### config.mk
export PLATFORM = sky130hd
export DESIGN_NAME = mip_chain_address_calculator
export DESIGN_NICKNAME = d
export VERILOG_FILES = /design/src/rtl/mcac_pkg.sv /design/src/rtl/mcac_level_unit.sv /design/src/rtl/mip_chain_address_calculator.sv
export SDC_FILE = /design/constraint.sdc
export NUM_CORES = 2
export LEC_CHECK = 0
export ABC_AREA = 1
export BUFFER_PORTS_ARGS = -buffer_cell sky130_fd_sc_hd__buf_2
export CAP_MARGIN = 20
export CORE_ASPECT_RATIO = 1.75
export CORE_MARGIN = 8
export CORE_UTILIZATION = 45
export DETAILED_ROUTE_END_ITERATION = 12
export PLACE_DENSITY = 0.65
export SETUP_SLACK_MARGIN = 0.15
export SYNTH_ARGS = -nofsm -noshare
export SYNTH_HDL_FRONTEND = slang
export SYNTH_HIERARCHICAL = 1
export SYNTH_SLANG_ARGS = --single-unit
### constraint.sdc
create_clock -name clk -period 12.5 [get_ports clk]
set_clock_uncertainty 0.15 [all_clocks]
set_input_delay 0 -clock clk [delete_from_list [all_inputs] [get_ports clk]]
set_output_delay 0 -clock clk [all_outputs]
set_load 0.1 [all_outputs]
### src/rtl/mcac_pkg.sv
// ----------------------------------------------------------------------------
// Mip chain address calculator package
// Shared limits, register indexes, status codes and extent helpers.
// ----------------------------------------------------------------------------
package mcac_pkg;

	localparam int MAX_EXTENT      = 16384;
	localparam int MAX_PIXEL_BYTES = 16;
	localparam int MAX_LEVELS      = 15;

	localparam int EXT_W   = 15;
	localparam int BPP_W   = 5;
	localparam int LVL_W   = 4;
	localparam int REQ_W   = 7;
	localparam int BYTES_W = 33;
	localparam int AREA_W  = 2 * EXT_W;

	// Configuration register indexes.
	localparam logic [1:0] CFG_BASE_WIDTH  = 2'd0;
	localparam logic [1:0] CFG_BASE_HEIGHT = 2'd1;
	localparam logic [1:0] CFG_BPP         = 2'd2;
	localparam logic [1:0] CFG_LEVEL_COUNT = 2'd3;

	// Status codes.
	localparam logic [1:0] STAT_OK         = 2'd0;
	localparam logic [1:0] STAT_BAD_DIMS   = 2'd1;
	localparam logic [1:0] STAT_BAD_FORMAT = 2'd2;
	localparam logic [1:0] STAT_BAD_LEVELS = 2'd3;

	// One level handed to the size pipeline.
	typedef struct packed {
		logic             valid;
		logic [LVL_W-1:0] level;
	} mcac_issue_t;

	// Byte size of one level coming back from the size pipeline.
	typedef struct packed {
		logic               valid;
		logic [LVL_W-1:0]   level;
		logic [BYTES_W-1:0] bytes;
	} mcac_size_t;

	// Base extent shifted down by the level, never below one.
	function automatic logic [EXT_W-1:0] extent_at(input logic [EXT_W-1:0] base,
		input logic [LVL_W-1:0] lv);
		logic [EXT_W-1:0] e;
		e = base >> lv;
		return (e == '0) ? EXT_W'(1) : e;
	endfunction

	// Number of levels down to a 1x1 image: one plus the index of the top set bit.
	function automatic logic [LVL_W-1:0] capacity_of(input logic [EXT_W-1:0] w,
		input logic [EXT_W-1:0] h);
		logic [EXT_W-1:0] m;
		logic [LVL_W-1:0] levels;
		m = (w > h) ? w : h;
		levels = LVL_W'(1);
		for (int i = 1; i < EXT_W; i++) begin
			if (m[i]) begin
				levels = LVL_W'(i + 1);
			end
		end
		return levels;
	endfunction

endpackage

### src/rtl/mcac_level_unit.sv
// ----------------------------------------------------------------------------
// Mip chain level size unit
// Two-stage pipeline that turns a level index into the byte size of that level.
// ----------------------------------------------------------------------------
module mcac_level_unit import mcac_pkg::*; (
	input  logic               clk,
	input  logic               arst_n,
	input  logic [EXT_W-1:0]   base_width,
	input  logic [EXT_W-1:0]   base_height,
	input  logic [BPP_W-1:0]   bytes_per_pixel,
	input  mcac_issue_t        issue,
	output mcac_size_t         result
);

	logic [EXT_W-1:0]   ext_w;
	logic [EXT_W-1:0]   ext_h;
	logic [AREA_W-1:0]  area;
	logic [AREA_W+BPP_W-1:0] size_full;

	logic               valid_s1;
	logic [LVL_W-1:0]   level_s1;
	logic [AREA_W-1:0]  area_s1;
	logic               valid_s2;
	logic [LVL_W-1:0]   level_s2;
	logic [BYTES_W-1:0] bytes_s2;

	assign ext_w     = extent_at(base_width, issue.level);
	assign ext_h     = extent_at(base_height, issue.level);
	assign area      = AREA_W'(ext_w) * AREA_W'(ext_h);
	assign size_full = (AREA_W + BPP_W)'(area_s1) * (AREA_W + BPP_W)'(bytes_per_pixel);

	always_ff @(posedge clk or negedge arst_n) begin
		if (!arst_n) begin
			valid_s1 <= 1'b0;
			valid_s2 <= 1'b0;
		end else begin
			valid_s1 <= issue.valid;
			valid_s2 <= valid_s1;
		end
	end

	always_ff @(posedge clk) begin
		level_s1 <= issue.level;
		area_s1  <= area;
		level_s2 <= level_s1;
		bytes_s2 <= size_full[BYTES_W-1:0];
	end

	assign result.valid = valid_s2;
	assign result.level = level_s2;
	assign result.bytes = bytes_s2;

endmodule

### src/rtl/mip_chain_address_calculator.sv
// ----------------------------------------------------------------------------
// Mip chain address calculator
// Gives extent, offset and size of one mip level of a packed chain.
// ----------------------------------------------------------------------------
// Usage: write base_width, base_height, bytes_per_pixel and level_count through
// the cfg_we/cfg_index/cfg_data port while the block is idle. Each input
// transaction carries a signed requested_level; the block answers with one
// output transaction holding status, the clamped level, its width and height,
// its byte offset and size, the size of the whole chain and the level capacity.
// The level sizes come from one shared shift/multiply pipeline that takes one
// level per cycle; a bad configuration skips it and goes straight to the done
// state. in_stall is high from acceptance until the result has moved into the
// output register, so a new item is taken only once the last one has left for
// the output register. A stalled result holds in the output register while the
// next input is already accepted and worked on.
// Reset clears both channels and sets every configuration register to one.
// ----------------------------------------------------------------------------
module mip_chain_address_calculator import mcac_pkg::*; (
	input  logic               clk,
	input  logic               arst_n,
	input  logic               cfg_we,
	input  logic [1:0]         cfg_index,
	input  logic [EXT_W-1:0]   cfg_data,
	input  logic               in_valid,
	output logic               in_stall,
	input  logic [REQ_W-1:0]   requested_level,
	output logic               out_valid,
	input  logic               out_stall,
	output logic [1:0]         status,
	output logic [LVL_W-1:0]   chosen_level,
	output logic [EXT_W-1:0]   level_width,
	output logic [EXT_W-1:0]   level_height,
	output logic [BYTES_W-1:0] level_offset,
	output logic [BYTES_W-1:0] level_bytes,
	output logic [BYTES_W-1:0] chain_bytes,
	output logic [LVL_W-1:0]   level_capacity
);

	localparam logic [1:0] ST_IDLE = 2'd0;
	localparam logic [1:0] ST_RUN  = 2'd1;
	localparam logic [1:0] ST_DONE = 2'd2;

	logic [1:0]         state_q;
	logic [EXT_W-1:0]   base_width_q;
	logic [EXT_W-1:0]   base_height_q;
	logic [BPP_W-1:0]   bpp_q;
	logic [LVL_W-1:0]   level_count_q;

	logic               issue_act_q;
	logic [LVL_W-1:0]   issue_lv_q;
	logic [1:0]         status_q;
	logic [LVL_W-1:0]   cap_q;
	logic [LVL_W-1:0]   chosen_q;
	logic [BYTES_W-1:0] total_q;
	logic [BYTES_W-1:0] offset_q;
	logic [BYTES_W-1:0] lbytes_q;

	logic               out_valid_q;
	logic [1:0]         out_status_q;
	logic [LVL_W-1:0]   out_chosen_q;
	logic [EXT_W-1:0]   out_width_q;
	logic [EXT_W-1:0]   out_height_q;
	logic [BYTES_W-1:0] out_offset_q;
	logic [BYTES_W-1:0] out_lbytes_q;
	logic [BYTES_W-1:0] out_total_q;
	logic [LVL_W-1:0]   out_cap_q;

	logic               in_accept;
	logic               dims_ok;
	logic [LVL_W-1:0]   cap;
	logic [1:0]         cfg_status;
	logic [LVL_W-1:0]   last_level;
	logic [LVL_W-1:0]   clamped;
	logic               out_free;
	mcac_issue_t        issue;
	mcac_size_t         size;

	assign in_accept = in_valid && !in_stall;
	assign in_stall  = (state_q != ST_IDLE);
	assign out_free  = !out_valid_q || !out_stall;

	assign dims_ok = (base_width_q != '0) && (base_height_q != '0) &&
		(int'(base_width_q) <= MAX_EXTENT) && (int'(base_height_q) <= MAX_EXTENT);
	assign cap = dims_ok ? capacity_of(base_width_q, base_height_q) : '0;

	always_comb begin
		if (!dims_ok) begin
			cfg_status = STAT_BAD_DIMS;
		end else if ((bpp_q == '0) || (int'(bpp_q) > MAX_PIXEL_BYTES)) begin
			cfg_status = STAT_BAD_FORMAT;
		end else if ((level_count_q == '0) || (level_count_q > cap) ||
			(int'(level_count_q) > MAX_LEVELS)) begin
			cfg_status = STAT_BAD_LEVELS;
		end else begin
			cfg_status = STAT_OK;
		end
	end

	assign last_level = level_count_q - LVL_W'(1);

	// Non-positive requests go to level zero, large ones to the last level.
	always_comb begin
		if (requested_level[REQ_W-1] || (requested_level == '0)) begin
			clamped = '0;
		end else if (requested_level >= REQ_W'(last_level)) begin
			clamped = last_level;
		end else begin
			clamped = requested_level[LVL_W-1:0];
		end
	end

	always_ff @(posedge clk or negedge arst_n) begin
		if (!arst_n) begin
			base_width_q  <= EXT_W'(1);
			base_height_q <= EXT_W'(1);
			bpp_q         <= BPP_W'(1);
			level_count_q <= LVL_W'(1);
		end else if (cfg_we) begin
			case (cfg_index)
				CFG_BASE_WIDTH:  base_width_q  <= cfg_data;
				CFG_BASE_HEIGHT: base_height_q <= cfg_data;
				CFG_BPP:         bpp_q         <= cfg_data[BPP_W-1:0];
				CFG_LEVEL_COUNT: level_count_q <= cfg_data[LVL_W-1:0];
				default: ;
			endcase
		end
	end

	assign issue.valid = issue_act_q;
	assign issue.level = issue_lv_q;

	mcac_level_unit u_level (
		.clk             (clk),
		.arst_n          (arst_n),
		.base_width      (base_width_q),
		.base_height     (base_height_q),
		.bytes_per_pixel (bpp_q),
		.issue           (issue),
		.result          (size)
	);

	always_ff @(posedge clk or negedge arst_n) begin
		if (!arst_n) begin
			state_q     <= ST_IDLE;
			issue_act_q <= 1'b0;
			out_valid_q <= 1'b0;
		end else begin
			if ((state_q == ST_DONE) && out_free) begin
				out_valid_q <= 1'b1;
			end else if (out_valid_q && !out_stall) begin
				out_valid_q <= 1'b0;
			end
			case (state_q)
				ST_IDLE: begin
					if (in_accept) begin
						if (cfg_status == STAT_OK) begin
							state_q     <= ST_RUN;
							issue_act_q <= 1'b1;
						end else begin
							state_q <= ST_DONE;
						end
					end
				end
				ST_RUN: begin
					if (issue_act_q && (issue_lv_q == last_level)) begin
						issue_act_q <= 1'b0;
					end
					if (size.valid && (size.level == last_level)) begin
						state_q <= ST_DONE;
					end
				end
				ST_DONE: begin
					if (out_free) begin
						state_q <= ST_IDLE;
					end
				end
				default: begin
					state_q     <= ST_IDLE;
					issue_act_q <= 1'b0;
				end
			endcase
		end
	end

	always_ff @(posedge clk) begin
		if (in_accept) begin
			status_q   <= cfg_status;
			cap_q      <= cap;
			chosen_q   <= (cfg_status == STAT_OK) ? clamped : '0;
			issue_lv_q <= '0;
			total_q    <= '0;
			offset_q   <= '0;
			lbytes_q   <= '0;
		end else begin
			if (issue_act_q) begin
				issue_lv_q <= issue_lv_q + LVL_W'(1);
			end
			if (size.valid) begin
				total_q <= total_q + size.bytes;
				if (size.level == chosen_q) begin
					offset_q <= total_q;
					lbytes_q <= size.bytes;
				end
			end
		end
		if ((state_q == ST_DONE) && out_free) begin
			out_status_q <= status_q;
			out_chosen_q <= chosen_q;
			out_width_q  <= (status_q == STAT_OK) ? extent_at(base_width_q, chosen_q) : '0;
			out_height_q <= (status_q == STAT_OK) ? extent_at(base_height_q, chosen_q) : '0;
			out_offset_q <= offset_q;
			out_lbytes_q <= lbytes_q;
			out_total_q  <= total_q;
			out_cap_q    <= cap_q;
		end
	end

	assign out_valid      = out_valid_q;
	assign status         = out_status_q;
	assign chosen_level   = out_chosen_q;
	assign level_width    = out_width_q;
	assign level_height   = out_height_q;
	assign level_offset   = out_offset_q;
	assign level_bytes    = out_lbytes_q;
	assign chain_bytes    = out_total_q;
	assign level_capacity = out_cap_q;

endmodule

Word level (Yosys, flattened, before mapping)
Cells that the tools add are included.

word-level totals
  register bits after elaboration = 368
  input port bits = 29
  output and inout port bits = 141

cells by class
  $add $sub $neg = 3
  $mul = 2
  $lt $le $gt $ge = 6
  eq/ne operators = 13
  shifts and indexed selects = 4
  mux-type cells = 35
  bitwise gates (word level) = 3
  reduce and logical (&&, ||, !) cells = 40

operator list
  operator                number
  $logic_not A15 Y1       4
  $shr A15 B4 Y15         4
  $mux W4                 12
  $mux W15                3
  $add A33 B33 Y33        1
  $mul A30 B5 Y33         1
  $le A15 B15 Y1 const B  2
  $mul A15 B15 Y30        1
  $reduce_bool A15 Y1     2
  $mux W2                 9
  $gt A15 B15 Y1          1
  $eq A4 B4 Y1            3
  $ne A2 B2 Y1 const B    5
  $reduce_and A2 Y1       5
  $logic_and A1 B1 Y1     8
  $logic_not A2 Y1        4
  $ge A7 B4 Y1            1
  $logic_not A7 Y1        1
  $mux W1                 7
  $eq A2 B2 Y1 const B    3
  $mux W3                 2
  $pmux W2 S3             1
  $reduce_or A2 Y1        3
  $gt A5 B5 Y1 const B    1
  13 further kinds        22

Longest topological paths before layout
  depth after elaboration = 26
  gate-level depth with buffers = 37
  mapped depth without buffers = 37

By module
The synthesis kept the hierarchy.

modules (own cells, without submodules)
  module                        instances  cells each  area each (sq um)  sequential area each (sq um)
  mcac_level_unit               1          2001        15035.7            1471.4
  mip_chain_address_calculator  1          1616        14263.7            7617.3

Least setup slack after synthesis
OpenSTA, ideal clock, no wires.

  kind = reg2reg
  start point = register out_valid_q, in the netlist out_valid
  end point = register out_total_q[0], in the netlist chain_bytes[0], enable pin
  setup time = 0.683 ns
  data arrival time = 7.624 ns
  required time = 11.667 ns
  path slack = 4.043 ns
  stages on the path, launching flop included = 2
  buffers on the path = 0
  clock period less this slack = 8.457 ns
  cells stage by stage = dfrtp_1 > a21oi_1

on the way
  word-level cells in the longest chain between the ends = 3

RTL lines
  what                      RTL line                             source
  start: declaration        mip_chain_address_calculator.sv:58   logic out_valid_q;
  start signal: assignment  mip_chain_address_calculator.sv:146  out_valid_q <= 1'b0;
  start signal: assignment  mip_chain_address_calculator.sv:149  out_valid_q <= 1'b1;
  start signal: assignment  mip_chain_address_calculator.sv:151  out_valid_q <= 1'b0;
  $logic_not A1 Y1          mip_chain_address_calculator.sv:80   assign out_free = !out_valid_q || !out_stall;
  $logic_or A1 B1 Y1        mip_chain_address_calculator.sv:80
  $logic_and A1 B1 Y1       mip_chain_address_calculator.sv:206  if ((state_q == ST_DONE) && out_free) begin
  end signal: assignment    mip_chain_address_calculator.sv:213  out_total_q <= total_q;
  end: declaration          mip_chain_address_calculator.sv:65   logic [BYTES_W-1:0] out_total_q;

Every way passes these cells.
A chain may end at the register's enable or synchronous reset.

Final worst setup path
  start point = register issue_lv_q[2]
  end point = register u_level.area_s1[27]

on the way
  word-level cells in the longest chain between the ends = 4

RTL lines
  what                        RTL line                             source
  start: declaration          mip_chain_address_calculator.sv:50   logic [LVL_W-1:0] issue_lv_q;
  start signal: assignment    mip_chain_address_calculator.sv:196  issue_lv_q <= issue_lv_q + LVL_W'(1);
  $shr A15 B4 Y15             mcac_pkg.sv:47                       e = base >> lv;
  $logic_not A15 Y1           mcac_pkg.sv:48                       return (e == '0) ? EXT_W'(1) : e;
  $mux W15                    mcac_pkg.sv:48
  $mul A15 B15 Y30 (*)        mcac_level_unit.sv:29                assign area = AREA_W'(ext_w) * AREA_W'(ext_h);
  named net u_level.area[27]  mcac_level_unit.sv:17                logic [AREA_W-1:0] area;
  end signal: assignment      mcac_level_unit.sv:44                area_s1 <= area;
  end: declaration            mcac_level_unit.sv:22                logic [AREA_W-1:0] area_s1;

Mark *: on every way through the listed nets, which the timed path passes. The rest lies on a longest branch.

==> summary.txt <==
Run status
  – Outcome: finished, final reports clean

Drt
  – Drt first pass iters: 6
  – DRT Wirelength: slightly below 80000 um
  – DR iter-0 viols: 1312
  – Vias after detailed routing: 23.9k
  – ANT nets after route: 0
  – Vias per std cell: between 5 and 6
  – WL/cell: 17.0 um
  – DRC: 0

Synth
  – Dominant cell by count in the synthesized netlist: nand2_1
  – Synth Register Bits: roughly 370
  – Ranking of synthesized cells by area: fa_1 (17%), edfxtp_1 (15%), dfxtp_1 (12%)
  – Commonest cells post-synth: nand2_1 (810), inv_1 (662), nor2_1 (279), fa_1 (251), o21ai_0 (223)
  – Net Count, Synth: between 4k and 5k
  – Yosys warnings: 6
  – Sequential share of the synthesized area: a little under a third
  – Fraction of registers with async set/reset: approximately an eighth
  – Post-Syn Area: ~30000 um2
  – EDFF count, synth: 149
  – Syn Area/Cell: 8.10 um2
  – Post-Syn Instances: ~3.6k
  – Top_reg_cell synth: dfxtp_1
  – Top cell type by total area after synthesis: fa_1
  – Synth unique cells: 65
  – Area share of the largest cell type after synthesis: between 10% and 20%

STA
  – Fmax: ~130 MHz
  – Hold Vio Cnt, Final: 0
  – Worst slew pin tran: slightly above 1 ns
  – Crit share post-route: 60.6%
  – Post-route setup slack: 4.93 ns
  – Slew Limit Fails: 0
  – Slew headroom: between 30% and 40%
  – Setup Viol. Count Final: 0
  – RSZ-0062 raised after global routing: no
  – Tmin final: around 7.6 ns
  – Setup tns final: 0 ns

Global routing
  – Total track usage: between 20% and 30%
  – Antenna violations before repair: 1
  – Most crowded layer after global routing: met2
  – Global-route wire length before repair: about 130000 um
  – Met1 Use GR: between 20% and 30%
  – Vias in the first global route: about 25k
  – Grt met2 use: between 30% and 40%
  – GR Overflow Total: 0
  – Largest net degree at the start of global routing: about 110
  – Met3 usage: approximately 2.6%

Clocking
  – Clk buf depth: 3
  – H-Tree Depth: 1
  – Post_cts resized: 0
  – CTS tree: yes
  – Clk pin slew, worst setup/hold paths: about 0.080 ns
  – TritonCTS Buffers: 31
  – Postcts setup bufs: 0
  – CTS sink count: ~370
  – Clk_lat worst skew: between 0.6 and 0.7 ns
  – Clock root buffer: clkbuf_16

Layout
  – Final #Nets: around 4.2k
  – Share of layout cells above drive strength 1: under 10%
  – Fillers: around 6.3k
  – Area growth syn-to-layout: 10.3%

Placement
  – DP Worst Slack: between 4 and 5 ns
  – Hpwl dp: between 60000 and 70000 um
  – Number of port buffers: 169
  – GP Congestion: about 0.95

Setup path
  – CP startpoint: issue_lv_q[2]
  – Critical path required time: about 13 ns
  – Crit-path max FO: ~40
  – CP arrival: slightly below 8 ns
  – Critical R2R Launch: issue_lv_q[2]
  – Crit Path Category: reg2reg
  – Reg2reg setup slack: 4.93 ns
  – Worst Setup Start Kind: register
  – Crit path capture type: register

Floorplanning
  – Row count: roughly 120
  – Core ar.: 64900 um2
  – Die area: approximately 74000 um2
  – Initial Util: between 40% and 50%
  – Die X-Extent: about 210 um
  – DIE HEIGHT: roughly 350 um
  – Ports: 170

Min path
  – Hold WC Path Type: in2reg
  – Hold wc startpoint: cfg_data[11]

Flow run
  – Maxcap violations: 0
## placed cells by master, fill, tap and decap left out, types with 32 or more instances in the layout
master / instances
dfrtp_1: 41
nand3_1: 149
nor2_1: 278
o21ai_0: 223
buf_2: 169
o21ai_1: 41
dfxtp_1: 174
xor2_1: 61
clkbuf_16: 32
a21oi_1: 197
nand2_1: 810
edfxtp_1: 149
fa_1: 251
dlygate4sd3_1: 35
ha_1: 189
inv_1: 661
## metrics by stage
| step | instances | utilization, % | hold slack [ns] | instance area, um2 |
|---|---|---|---|---|
| 2_1_floorplan | 3617 | - | -0.446 | 29300 |
| 3_3_place_gp | 4503 | 47.3 | 0.0678 | 30700 |
| 3_5_place_dp | 4503 | 47.3 | 0.0830 | 30700 |
| 4_1_cts | 4597 | 49.6 | 0.0427 | 32200 |
| 5_1_grt | 4601 | 49.8 | 0.0805 | 32300 |
| 6_report | 4602 | 49.8 | 0.0695 | 32300 |
## routing by layer
| metal | up-vias | wire length, um |
|---|---|---|
| met5 | - | 0 |
| met4 | 0 | 5510 |
| met3 | 265 | 3720 |
| met2 | 688 | 40500 |
| met1 | 11200 | 28400 |
| li1 | 11700 | - |
## sequential cells by signal, indices dropped and copies added (netlist names), 30 cells and up
signal and cells:
chain_bytes 33, lbytes_q 33, level_bytes 33, level_offset 33, offset_q 33, total_q 33, u_level/bytes_s2 33, u_level/area_s1 30
## critical path: stages, from the launching register on
cell and delay, ns:
dfxtp_1 0.91, inv_1 0.09, buf_4 0.29, nand3_1 0.13
o21ai_1 0.07, nand2_1 0.07, nand2_1 0.11, inv_1 0.41
nand3_2 0.19, o21ai_4 0.29, nand2_1 0.13, fa_1 0.52
fa_1 0.56, inv_1 0.06, fa_1 0.48, fa_1 0.52
fa_1 0.54, inv_1 0.05, fa_1 0.53, inv_1 0.04
ha_1 0.36, a21o_1 0.22, a21boi_0 0.30, o21bai_1 0.13
nand3_1 0.08, nand3_1 0.08, xor2_1 0.15
## layout make-up
type | count | area [um2] | area share, %
timing repair buffer | 220 | 1410 | 4.36
multi-input combinational | 2458 | 17100 | 52.9
clock inverter | 17 | 279 | 0.864
clock buffer | 41 | 855 | 2.65
inverter | 678 | 2550 | 7.89
antenna | 1 | 2.50 | 0.00775
tap | 819 | 1020 | 3.17
sequential | 368 | 9090 | 28.1
## cell families after synthesis
kind of cell / share of synthesized area (%)
AOI/OAI and AO/OA: 10.4
xor gates and xnor gates: 2.63
adders and majority gates: 25.2
buffers and inverters: 10.7
DFF: 31.0
muxes: 0.307
and+or+nand+nor: 19.7
## worst paths after layout
kind	endpoint	cells past startpoint
worst min register to register	u_level/level_s2[1]	0
worst max-delay path	u_level/area_s1[27]	26
min in group asynchronous	bpp_q[0]	3
worst min-delay path	base_height_q[11]	4
worst max register to register	u_level/area_s1[27]	26
max in group asynchronous	u_level/valid_s1	4
## timing repair
item | in CTS | in global routing
setup endpoints to repair | 0 | 0
hold buffers | 36 | 0
hold endpoints to repair | 130 | 0
Power is not shown: default switching activity piles up to over one toggle a cycle in this logic, so the estimate is an artifact.
